==> src/rtl/lbps_pkg.sv <==
// lbps_pkg: shared widths and types for the literal byte pattern search unit
// no dependencies; used by lbps_cell, lbps_widen and the top level
package lbps_pkg;

  localparam int BYTE_W     = 8;
  localparam int OFF_W      = 32;
  localparam int CTX_W      = 16;
  localparam int PLEN_W     = 5;
  localparam int LIT_BYTES  = 16;
  localparam int CFG_DATA_W = 64;
  localparam int CFG_IDX_W  = 3;

  // register indexes of the write port
  typedef enum logic [CFG_IDX_W-1:0] {
    REG_PATTERN_LENGTH = 3'd0,
    REG_PATTERN_LOW    = 3'd1,
    REG_PATTERN_HIGH   = 3'd2,
    REG_REPORT_ALL     = 3'd3,
    REG_CTX_BEFORE     = 3'd4,
    REG_CTX_AFTER      = 3'd5,
    REG_FILE_SIZE      = 3'd6
  } cfg_reg_t;

  // compare setup handed to one window cell
  typedef struct packed {
    logic              en;
    logic [BYTE_W-1:0] lit;
  } cell_cmp_t;

endpackage

==> src/rtl/lbps_cell.sv <==
// lbps_cell: one window byte of the search chain, shifts to its neighbor and
// compares the incoming byte against its literal byte; uses lbps_pkg
module lbps_cell (
  input  logic                         clk,
  input  logic                         shift_en,
  input  logic [lbps_pkg::BYTE_W-1:0]  byte_in,
  input  lbps_pkg::cell_cmp_t          cmp,
  output logic [lbps_pkg::BYTE_W-1:0]  byte_out,
  output logic                         match
);

  logic [lbps_pkg::BYTE_W-1:0] byte_r;

  always_ff @(posedge clk) begin
    if (shift_en) begin
      byte_r <= byte_in;
    end
  end

  // compare uses the byte this cell takes on the current shift
  assign match    = !cmp.en || (byte_in == cmp.lit);
  assign byte_out = byte_r;

endmodule

==> src/rtl/lbps_widen.sv <==
// lbps_widen: pipeline that widens a hit by the context bytes and clips it,
// with the output register; uses lbps_pkg
module lbps_widen #(
  parameter int LEN_W = 5
) (
  input  logic                          clk,
  input  logic                          rst_n,
  input  logic                          req_valid,
  output logic                          req_ready,
  input  logic [lbps_pkg::OFF_W-1:0]    req_off,
  input  logic [LEN_W-1:0]              req_len,
  input  logic [lbps_pkg::CTX_W-1:0]    ctx_before,
  input  logic [lbps_pkg::CTX_W-1:0]    ctx_after,
  input  logic [lbps_pkg::OFF_W-1:0]    file_size,
  output logic                          out_valid,
  input  logic                          out_stall,
  output logic [lbps_pkg::OFF_W-1:0]    out_hit_offset,
  output logic [lbps_pkg::OFF_W-1:0]    out_hit_length
);

  localparam int W = lbps_pkg::OFF_W;

  logic         s1_v_r, s2_v_r, s3_v_r, o_v_r;
  logic         adv1, adv2, adv3, adv_o;

  logic [W-1:0]     s1_off_r;
  logic [LEN_W-1:0] s1_len_r;

  logic [W-1:0] s2_mstart_r, s2_room_r;
  logic [W:0]   s2_mend_r;
  logic         s2_room_ok_r;

  logic [W-1:0] s3_xstart_r;
  logic [W:0]   s3_xend_r;

  logic [W-1:0] o_off_r, o_len_r;

  logic [W-1:0] lm1, mstart_nxt, room_nxt;
  logic [W:0]   mend_nxt, fs_ext;
  logic         room_ok_nxt;
  logic [W-1:0] pre_ctx, add, cb_ext, ca_ext, xstart_nxt;
  logic [W:0]   xend_nxt, diff;
  logic [W-1:0] len_nxt;

  // stall chain: a stage moves when it is empty or the next one moves
  assign adv_o     = !o_v_r || !out_stall;
  assign adv3      = !s3_v_r || adv_o;
  assign adv2      = !s2_v_r || adv3;
  assign adv1      = !s1_v_r || adv2;
  assign req_ready = adv1;

  // match bounds
  always_comb begin
    lm1         = W'(s1_len_r) - W'(1);
    mstart_nxt  = (s1_off_r >= lm1) ? (s1_off_r - lm1) : '0;
    mend_nxt    = {1'b0, s1_off_r} + (W+1)'(1);
    fs_ext      = {1'b0, file_size};
    room_ok_nxt = fs_ext > mend_nxt;
    room_nxt    = W'(fs_ext - mend_nxt);
  end

  // context clipped at offset zero and at the file end
  always_comb begin
    cb_ext     = W'(ctx_before);
    ca_ext     = W'(ctx_after);
    pre_ctx    = (cb_ext < s2_mstart_r) ? cb_ext : s2_mstart_r;
    xstart_nxt = s2_mstart_r - pre_ctx;
    if (s2_room_ok_r) begin
      add = (ca_ext < s2_room_r) ? ca_ext : s2_room_r;
    end else begin
      add = '0;
    end
    xend_nxt = s2_mend_r + {1'b0, add};
  end

  // length saturates at the top of the 32-bit range
  always_comb begin
    diff    = s3_xend_r - {1'b0, s3_xstart_r};
    len_nxt = diff[W] ? '1 : diff[W-1:0];
  end

  always_ff @(posedge clk) begin
    if (!rst_n) begin
      s1_v_r <= 1'b0;
      s2_v_r <= 1'b0;
      s3_v_r <= 1'b0;
      o_v_r  <= 1'b0;
    end else begin
      if (adv1) begin
        s1_v_r <= req_valid;
      end
      if (adv2) begin
        s2_v_r <= s1_v_r;
      end
      if (adv3) begin
        s3_v_r <= s2_v_r;
      end
      if (adv_o) begin
        o_v_r <= s3_v_r;
      end
    end
  end

  always_ff @(posedge clk) begin
    if (adv1) begin
      s1_off_r <= req_off;
      s1_len_r <= req_len;
    end
    if (adv2) begin
      s2_mstart_r  <= mstart_nxt;
      s2_mend_r    <= mend_nxt;
      s2_room_ok_r <= room_ok_nxt;
      s2_room_r    <= room_nxt;
    end
    if (adv3) begin
      s3_xstart_r <= xstart_nxt;
      s3_xend_r   <= xend_nxt;
    end
    if (adv_o) begin
      o_off_r <= s3_xstart_r;
      o_len_r <= len_nxt;
    end
  end

  assign out_valid      = o_v_r;
  assign out_hit_offset = o_off_r;
  assign out_hit_length = o_len_r;

endmodule

==> src/rtl/literal_byte_pattern_search_unit.sv <==
// literal_byte_pattern_search_unit: streaming literal substring search, top level
// depends on lbps_pkg, lbps_cell (window chain) and lbps_widen (hit widening)
//
//   channel  direction  handshake            payload
//   in       input      in_valid / in_stall  in_data_byte, in_byte_offset, in_range_last
//   out      output     out_valid/out_stall  out_hit_offset, out_hit_length
//   cfg      input      cfg_wr_en            cfg_index, cfg_wdata
//
// one byte per cycle sustained while in_stall is low; the window chain shifts
// and compares every byte in the cycle it is accepted
// a hit reaches out_valid through the three-stage widening pipeline (s1, s2,
// s3) and then the output register; out_stall can hold it in any of them
// reset is synchronous on rst_n low: matcher state, pipeline valids and
// the registers return to their defaults (length 1, report all hits)
// in_stall rises only when the widening pipeline is full and the output
// request is held by out_stall; bytes without a hit still need a free slot
module literal_byte_pattern_search_unit #(
  parameter int MAX_PATTERN = 16
) (
  input  logic                                clk,
  input  logic                                rst_n,
  // input requests
  input  logic                                in_valid,
  output logic                                in_stall,
  input  logic [lbps_pkg::BYTE_W-1:0]         in_data_byte,
  input  logic [lbps_pkg::OFF_W-1:0]          in_byte_offset,
  input  logic                                in_range_last,
  // result requests
  output logic                                out_valid,
  input  logic                                out_stall,
  output logic [lbps_pkg::OFF_W-1:0]          out_hit_offset,
  output logic [lbps_pkg::OFF_W-1:0]          out_hit_length,
  // register writes
  input  logic                                cfg_wr_en,
  input  logic [lbps_pkg::CFG_IDX_W-1:0]      cfg_index,
  input  logic [lbps_pkg::CFG_DATA_W-1:0]     cfg_wdata
);

  localparam int LW = $clog2(MAX_PATTERN + 1);

  // configuration registers
  logic [lbps_pkg::PLEN_W-1:0]     pat_len_r;
  logic [lbps_pkg::CFG_DATA_W-1:0] pat_lo_r, pat_hi_r;
  logic                            report_all_r;
  logic [lbps_pkg::CTX_W-1:0]      ctx_before_r, ctx_after_r;
  logic [lbps_pkg::OFF_W-1:0]      file_size_r;

  // matcher state
  logic [LW-1:0] seen_r, guard_r, seen_nxt, guard_nxt;
  logic          first_r, first_nxt;

  logic [LW-1:0] len_eff;
  logic          in_acc, widen_ready, cand, hit_now;
  logic [2*lbps_pkg::CFG_DATA_W-1:0] pat_vec;

  lbps_pkg::cell_cmp_t             cmp   [MAX_PATTERN];
  logic [lbps_pkg::BYTE_W-1:0]     win   [MAX_PATTERN];
  logic [MAX_PATTERN-1:0]          match;

  assign in_stall = !widen_ready;
  assign in_acc   = in_valid && !in_stall;

  // register writes; the user writes only while idle, the block does not enforce it
  always_ff @(posedge clk) begin
    if (!rst_n) begin
      pat_len_r    <= lbps_pkg::PLEN_W'(1);
      pat_lo_r     <= '0;
      pat_hi_r     <= '0;
      report_all_r <= 1'b1;
      ctx_before_r <= '0;
      ctx_after_r  <= '0;
      file_size_r  <= '0;
    end else if (cfg_wr_en) begin
      unique case (cfg_index)
        lbps_pkg::REG_PATTERN_LENGTH: pat_len_r    <= cfg_wdata[lbps_pkg::PLEN_W-1:0];
        lbps_pkg::REG_PATTERN_LOW:    pat_lo_r     <= cfg_wdata;
        lbps_pkg::REG_PATTERN_HIGH:   pat_hi_r     <= cfg_wdata;
        lbps_pkg::REG_REPORT_ALL:     report_all_r <= cfg_wdata[0];
        lbps_pkg::REG_CTX_BEFORE:     ctx_before_r <= cfg_wdata[lbps_pkg::CTX_W-1:0];
        lbps_pkg::REG_CTX_AFTER:      ctx_after_r  <= cfg_wdata[lbps_pkg::CTX_W-1:0];
        lbps_pkg::REG_FILE_SIZE:      file_size_r  <= cfg_wdata[lbps_pkg::OFF_W-1:0];
        default: ;
      endcase
    end
  end

  // lengths above the window size clamp to the window size
  always_comb begin
    if (32'(pat_len_r) > MAX_PATTERN) begin
      len_eff = LW'(MAX_PATTERN);
    end else begin
      len_eff = LW'(pat_len_r);
    end
  end

  // cell j holds the byte j places back and checks it against literal
  // byte len-1-j; literal bytes past the two words read as zero
  assign pat_vec = {pat_hi_r, pat_lo_r};

  always_comb begin
    int k;
    for (int j = 0; j < MAX_PATTERN; j++) begin
      k          = int'(len_eff) - 1 - j;
      cmp[j].en  = (k >= 0);
      if (k >= 0 && k < lbps_pkg::LIT_BYTES) begin
        cmp[j].lit = pat_vec[{k[3:0], 3'b000} +: lbps_pkg::BYTE_W];
      end else begin
        cmp[j].lit = '0;
      end
    end
  end

  // window chain: newest byte enters cell 0 and moves one cell per request
  // stale cells from an earlier range are masked by the bytes-seen count
  for (genvar j = 0; j < MAX_PATTERN; j++) begin : g_cell
    logic [lbps_pkg::BYTE_W-1:0] byte_in;
    if (j == 0) begin : g_head
      assign byte_in = in_data_byte;
    end else begin : g_tail
      assign byte_in = win[j-1];
    end
    lbps_cell u_cell (
      .clk      (clk),
      .shift_en (in_acc),
      .byte_in  (byte_in),
      .cmp      (cmp[j]),
      .byte_out (win[j]),
      .match    (match[j])
    );
  end

  // hit decision and matcher state update
  always_comb begin
    seen_nxt  = (seen_r < LW'(MAX_PATTERN)) ? seen_r + LW'(1) : seen_r;
    cand      = (guard_r == '0) && (len_eff != '0) && (seen_nxt >= len_eff) &&
                (report_all_r || !first_r);
    hit_now   = cand && (&match);
    guard_nxt = guard_r;
    first_nxt = first_r;
    if (guard_r != '0) begin
      guard_nxt = guard_r - LW'(1);
    end else if (hit_now) begin
      // ends inside the next len-1 bytes would overlap this hit
      guard_nxt = len_eff - LW'(1);
      first_nxt = 1'b1;
    end
    if (in_range_last) begin
      seen_nxt  = '0;
      guard_nxt = '0;
      first_nxt = 1'b0;
    end
  end

  always_ff @(posedge clk) begin
    if (!rst_n) begin
      seen_r  <= '0;
      guard_r <= '0;
      first_r <= 1'b0;
    end else if (in_acc) begin
      seen_r  <= seen_nxt;
      guard_r <= guard_nxt;
      first_r <= first_nxt;
    end
  end

  // widening pipeline and output register
  lbps_widen #(
    .LEN_W (LW)
  ) u_widen (
    .clk            (clk),
    .rst_n          (rst_n),
    .req_valid      (in_acc && hit_now),
    .req_ready      (widen_ready),
    .req_off        (in_byte_offset),
    .req_len        (len_eff),
    .ctx_before     (ctx_before_r),
    .ctx_after      (ctx_after_r),
    .file_size      (file_size_r),
    .out_valid      (out_valid),
    .out_stall      (out_stall),
    .out_hit_offset (out_hit_offset),
    .out_hit_length (out_hit_length)
  );

`ifndef SYNTHESIS
  // no hit may end while an earlier hit still covers the byte
  a_guard_blocks_hit: assert property (@(posedge clk) disable iff (!rst_n)
    (in_acc && guard_r != '0) |-> !hit_now)
    else $error("hit reported inside a previous match");

  // a hit arms the guard with len-1 unless the range ends on it
  a_guard_armed: assert property (@(posedge clk) disable iff (!rst_n)
    (in_acc && hit_now && !in_range_last) |=> (guard_r == $past(len_eff) - LW'(1)))
    else $error("overlap guard not armed after hit");

  // the last byte of a range leaves the matcher cleared
  a_range_clear: assert property (@(posedge clk) disable iff (!rst_n)
    (in_acc && in_range_last) |=> (seen_r == '0 && guard_r == '0 && !first_r))
    else $error("matcher not cleared at end of range");

  // a widened match always covers at least the matched byte
  a_len_nonzero: assert property (@(posedge clk) disable iff (!rst_n)
    out_valid |-> (out_hit_length != '0))
    else $error("zero-length hit");
`endif

endmodule
==> config.mk <==
export PLATFORM = sky130hd
export DESIGN_NAME = literal_byte_pattern_search_unit
export DESIGN_NICKNAME = d
export VERILOG_FILES = /design/src/rtl/lbps_pkg.sv /design/src/rtl/lbps_cell.sv /design/src/rtl/lbps_widen.sv /design/src/rtl/literal_byte_pattern_search_unit.sv
export SDC_FILE = /design/constraint.sdc
export NUM_CORES = 2
export LEC_CHECK = 0
export BUFFER_PORTS_ARGS = -buffer_cell sky130_fd_sc_hd__buf_2
export CAP_MARGIN = 20
export CORE_AREA = 4 4 275 277
export DETAILED_ROUTE_END_ITERATION = 10
export DIE_AREA = 0 0 279 281
export PLACE_DENSITY = 0.82
export SETUP_SLACK_MARGIN = 0.5
export SYNTH_ARGS = -nofsm -noshare
export SYNTH_HDL_FRONTEND = slang
export SYNTH_SLANG_ARGS = --single-unit
==> constraint.sdc <==
create_clock -name clk -period 12.3 [get_ports clk]
set_input_delay 0.615 -clock clk [delete_from_list [all_inputs] [get_ports clk]]
set_output_delay 0.615 -clock clk [all_outputs]
set_load 0.005 [all_outputs]
* After elaboration in Yosys (flattened, before gate mapping)
Cells that the tools add are included.
** Operators by class
- Add/subtract/negate cells :: 26
- Magnitude comparators :: 39
- Eq/ne operators :: 23
- Shift-type cells :: 16
- Multiplexer cells :: 28
- Reduce and logical (&&, ||, !) cells :: 82
** Operators by type and width (number)
- $shiftx A128 B8 Y8 :: 16
- $ge A32 B1 Y1 const B :: 14
- $lt A32 B6 Y1 const B :: 14
- $eq A8 B8 Y1 :: 16
- $mux W8 :: 16
- $mux W32 :: 3
- $sub A32 B32 Y32 :: 3
- $lt A16 B32 Y1 :: 2
- $sub A6 B5 Y7 const B :: 8
- $add A32 B1 Y33 const B :: 1
- $add A33 B32 Y33 :: 1
- $gt A32 B33 Y1 :: 1
- $sub A33 B32 Y33 :: 1
- $ge A32 B32 Y1 :: 1
- $mux W5 :: 6
- $sub A6 B4 Y7 const B :: 4
- $logic_not A1 Y1 :: 23
- $logic_and A1 B1 Y1 :: 22
- $logic_or A1 B1 Y1 :: 21
- $reduce_and A16 Y1 :: 1
- $reduce_and A2 Y1 :: 8
- $sub A6 B3 Y7 const B :: 2
- $sub A5 B1 Y6 const B :: 2
- $reduce_bool A5 Y1 :: 2
- other kinds (20) :: 26
** Word-level totals
- Register bits :: 597
- Bits of input ports :: 113
- Output and inout bits :: 66
- Word-level logic and storage cells :: 253

* Depth between registers and ports, before layout
- Word-level depth :: 14
- Mapped depth :: 31

* By module
A second synthesis with hierarchy kept.
** Second synthesis, totals
- Cells, all modules :: 3767
- Area, all modules :: 37897.6 um^2
** Modules (own cells, without submodules)
- lbps_widen :: instances 1, cells an instance 1642, area each 17520.6 um^2
- literal_byte_pattern_search_unit :: instances 1, cells an instance 1821, area each 15132.0 um^2
- lbps_cell :: instances 16, cells an instance 19, area each 327.8 um^2

* Worst setup path before layout
Ideal clock, no wire load.
- Path kind :: flip-flop to flip-flop
- Start :: register u_widen.s2_mstart_r[18]
- End :: register u_widen.s3_xstart_r[16], data pin
- Arrival :: 6.955 ns
- Data required time :: 12.023 ns
- Setup slack :: 5.068 ns
- Cell stages (with the launch flop) :: 27
- Path buffers :: 1
- Cell sequence :: edfxtp_1 -> or4_4 -> or3_1 -> or3_1 -> or3_1 -> or3_1 -> or3_4 -> nor3_1 -> nand3_1 -> o31ai_4 -> mux2_1 -> ha_1 -> fa_1 -> nor2b_1 -> o21ai_0 -> a21boi_0 -> o21ai_0 -> a21boi_0 -> o21ai_0 -> a21boi_0 -> o21ai_0 -> a21boi_0 -> o21ai_0 -> a21oi_1 -> or2_2 -> clkbuf_1 -> a311oi_1
** Between the ends
- Cells in the longest elaborated chain, start to end :: 3
** Ends and longest elaborated chain
- start: declaration :: RTL line lbps_widen.sv:29 : logic [W-1:0] s2_mstart_r, s2_room_r;
- start signal: assignment :: RTL line lbps_widen.sv:110 : s2_mstart_r <= mstart_nxt;
- $lt A16 B32 Y1 :: RTL line lbps_widen.sv:66 : pre_ctx = (cb_ext < s2_mstart_r) ? cb_ext : s2_mstart_r;
- $mux W32 :: RTL line lbps_widen.sv:66
- $sub A32 B32 Y32 :: RTL line lbps_widen.sv:67 : xstart_nxt = s2_mstart_r - pre_ctx;
- via u_widen.xstart_nxt[16] :: RTL line lbps_widen.sv:41 : logic [W-1:0] pre_ctx, add, cb_ext, ca_ext, xstart_nxt;
- end signal: assignment :: RTL line lbps_widen.sv:116 : s3_xstart_r <= xstart_nxt;
- end: declaration :: RTL line lbps_widen.sv:33 : logic [W-1:0] s3_xstart_r;
The timed path passes the listed nets, and every way through them passes these cells.
A chain may end at the register's enable or synchronous reset.

* Worst setup path in the final report
Ends and elaborated chain as after synthesis.

==> results.md <==
- CTS Buf Count: 68
- Worst setup SP type: flip-flop
- IO Pins: 179
- Via/cell ratio: 6.534
- Number of register bits inferred by synthesis: 597
- CTS H-tree depth: 3
- Crit end category: flip-flop
- FF-to-FF Start: u_widen.s2_mstart_r[18]
- Unique cell type count in the Yosys netlist: 103
- Vias: 33606
- Starting DRC count in detailed routing: 4531
- Drt pass-1 iters: 8
- Largest net degree at the start of global routing: 111
- Worst EP required: between 10 and 15 ns
- Final HPWL DP: 94060 µm
- Final setup viols: 0
- Critical path type: reg2reg
- # clock sinks: about 600
- CTS tree: built
- Placer Congestion: 1.049
- Hold Crit Class: in2reg
- Hold_buf cts: 0
- Relative area change from synthesis to final layout: 9.700%
- Fin. Hold Viols: 0
- Initial antenna violation count: 11
- Crit-path leading delay family: simple AND/OR/NAND/NOR gates
- CP startpoint: u_widen.s2_mstart_r[18]
- # nets final: 4437
- Total grt overflow: 0
- WP buf/inv: 1
- Drt drc: 0
- Worst R2R Setup Slack: 4.02 ns
- Leakage power: around 0.016 µW
- Non-Filler Cell Area, Final: 43950 µm²
- PwrDens: ~140 nW/µm²
- Post_cts resized: 0
- Peak Freq: 120.7 MHz
- Rows: 99
- Total die area: 78400 µm²
- Setup Fix Bufs, Post-CTS: 0
- R2R depth: 26
- Crit path to: u_widen.s3_xstart_r[16]
- Longest Clk Path Bufs: 3
- Post-Route Setup TNS: 0 ns
- Worst VDD drop: 0.1422 mV
- Wire length per cell: 24.27 µm
- WL final: 124800 µm
- CP max FO: 17
- First-pass GRT wire length: 186200 µm
- Port buffer count: 178
- Die extent in x: 279 µm
- Status: complete, no violations
- Max-cap violations: 0
- Core footprint: 72830 µm²
- Worst slew margin: 27.87%
- Clk Latency, worst-skew pair: 0.64 ns
- Yosys warns: 0
- Critical path depth: 26
- Cell mode on critical path: o21ai_0
- Worst reg2reg endpoint: u_widen.s3_xstart_r[16]
- Final-report max-slew violation count: 0
- Most common flop cell mapped by yosys: edfxtp_1
- Avg Cell Area, Syn: 10.01 µm²
- Final ANT Viol Nets: 0
- Post-synthesis sequential area ratio: 39.43%
- Vias in the first global route: 30692
- Final period util: 67.35%
- Final min period: just over 8 ns
- Slowest CP cell: a21oi_1
- Least-Margin Pin Slew: 1.080 ns
- Post-Syn Area: approximately 40000 µm²
- Post-synth EDFFs: between 300 and 400
- Layout cells sized above 1: 14.34%
- RSZ-0062 raised after global routing: no
- Die height: 281 µm
- Clock Pin Slew Worst Setup and Hold Paths: 0.06 ns
- Crit path largest cell delay: 0.66 ns
- Post-synthesis cell count: 4003
- Worst path arrival time: approximately 8.6 ns
- Clock root buffer: clkbuf_16
- Setup Skew: about 0.034 ns
- Async S/R FF share, synth: 0%
- Placed cell areas: ~42000 µm²
- GRT Overall Usage: 30.85%
- Initial core utilization: 55.01%
## cells in the final DEF (no fill, tap or decap), drive strengths merged, types with 84 or more instances in the layout
| master | count |
|---|---|
| a21boi | 211 |
| a21oi | 166 |
| buf | 217 |
| clkbuf | 93 |
| dfxtp | 213 |
| edfxtp | 384 |
| ha | 193 |
| inv | 206 |
| mux2i | 202 |
| mux4 | 139 |
| nand2 | 624 |
| nand3 | 95 |
| nor2 | 190 |
| o21ai | 170 |
| xnor2 | 137 |
| xor2 | 84 |
## final cells by class
class / instances / area [µm²]
Fill cell: 5937 / 28890
Multi-Input combinational cell: 3039 / 22810
Sequential cell: 597 / 15800
Clock buffer: 93 / 1859
Tap cell: 959 / 1200
Timing Repair Buffer: 218 / 1196
Inverter: 202 / 765.7
Clock inverter: 29 / 309.0
Antenna cell: 6 / 15.01
## stage by stage
stage / instances / worst slack, ns / power [µW] / hold slack [ns] / util (%)
after global placement: 5013 / 4.412 / 3941 / 0.4428 / 57.32
after global routing: 5138 / 3.427 / 6264 / 0.1428 / 60.32
final: 5143 / 4.016 / 6002 / 0.1534 / 60.34
after floorplan: 4018 / 5.068 / 3550 / 0.4264 / -
after detailed placement: 5014 / 4.142 / 3989 / 0.4406 / 57.33
after CTS: 5136 / 4.105 / 5986 / 0.1307 / 60.30
## cells by family after synthesis
family / synth area share [%]
DFF: 39.43
adders and majority gates: 6.277
buffers and inverters: 3.979
AOI/OAI and AO/OA: 15.52
other: 0.009360
xor gates and xnor gates: 4.991
muxes: 14.42
and+or+nand+nor: 15.39
## sequential cells by signal, summed over array words and instances (netlist names), 5 cells and up
name	cells
ctx_after_r	16
ctx_before_r	16
file_size_r	32
g_cell.u_cell.byte_out	120
guard_r	5
pat_hi_r	64
pat_len_r	5
pat_lo_r	64
seen_r	5
u_widen.out_hit_length	32
u_widen.out_hit_offset	32
u_widen.s1_len_r	5
u_widen.s1_off_r	32
u_widen.s2_mend_r	33
u_widen.s2_mstart_r	32
u_widen.s2_room_r	32
u_widen.s3_xend_r	33
u_widen.s3_xstart_r	32
## per-layer routing
layer  track usage, %  vias up  share of wire (%)
li1                 -    15095                  -
met3            6.795      428                 12
met5                0        -              0.010
met4            16.95        2                6.6
met1            41.21    16048                 39
met2            46.99     2033                 43
## how the worst min path moves through the flow
stage                                   endpoint                         start  cells after the start  slack, ns
finish                      u_widen.s1_off_r[25]            in_byte_offset[25]                      1       0.15
global route                u_widen.s1_off_r[25]            in_byte_offset[25]                      1       0.14
CTS                         u_widen.s1_off_r[26]            in_byte_offset[26]                      1       0.13
detailed placement    u_widen.out_hit_offset[17]       u_widen.s3_xstart_r[17]                      0       0.44
global placement                         first_r                       first_r                      2       0.44
floorplan           g_cell[7].u_cell.byte_out[2]  g_cell[6].u_cell.byte_out[2]                      0       0.43
## Yosys cell counts, drive strengths merged, types with 29 or more instances
master	n	share of area, %
nand2	624	5.9
edfxtp	384	29
dfxtp	213	11
a21boi	211	4.0
mux2i	202	5.1
inv	201	1.9
ha	193	6.0
nor2	190	1.8
o21ai	170	2.1
a21oi	166	2.1
mux4	139	7.8
xnor2	137	3.1
clkbuf	117	1.1
nand3	95	1.2
xor2	84	1.8
a21o	69	1.3
buf	63	0.98
mux2	53	1.5
nor3	53	0.66
and3	42	0.66
nand2b	41	0.64
nor2b	38	0.59
nand3b	35	0.66
a211oi	33	0.63
o221ai	31	0.68
a22oi	30	0.56
or4b	29	0.72
## where the power goes
part           leakage, µW  internal, µW  switching [µW]
Clock              0.00107          1140             859
Sequential         0.00570          2420             155
Combinational      0.00970           582             844
Total               0.0165          4140            1860
Note: power is estimated with default switching activity, not from simulation.
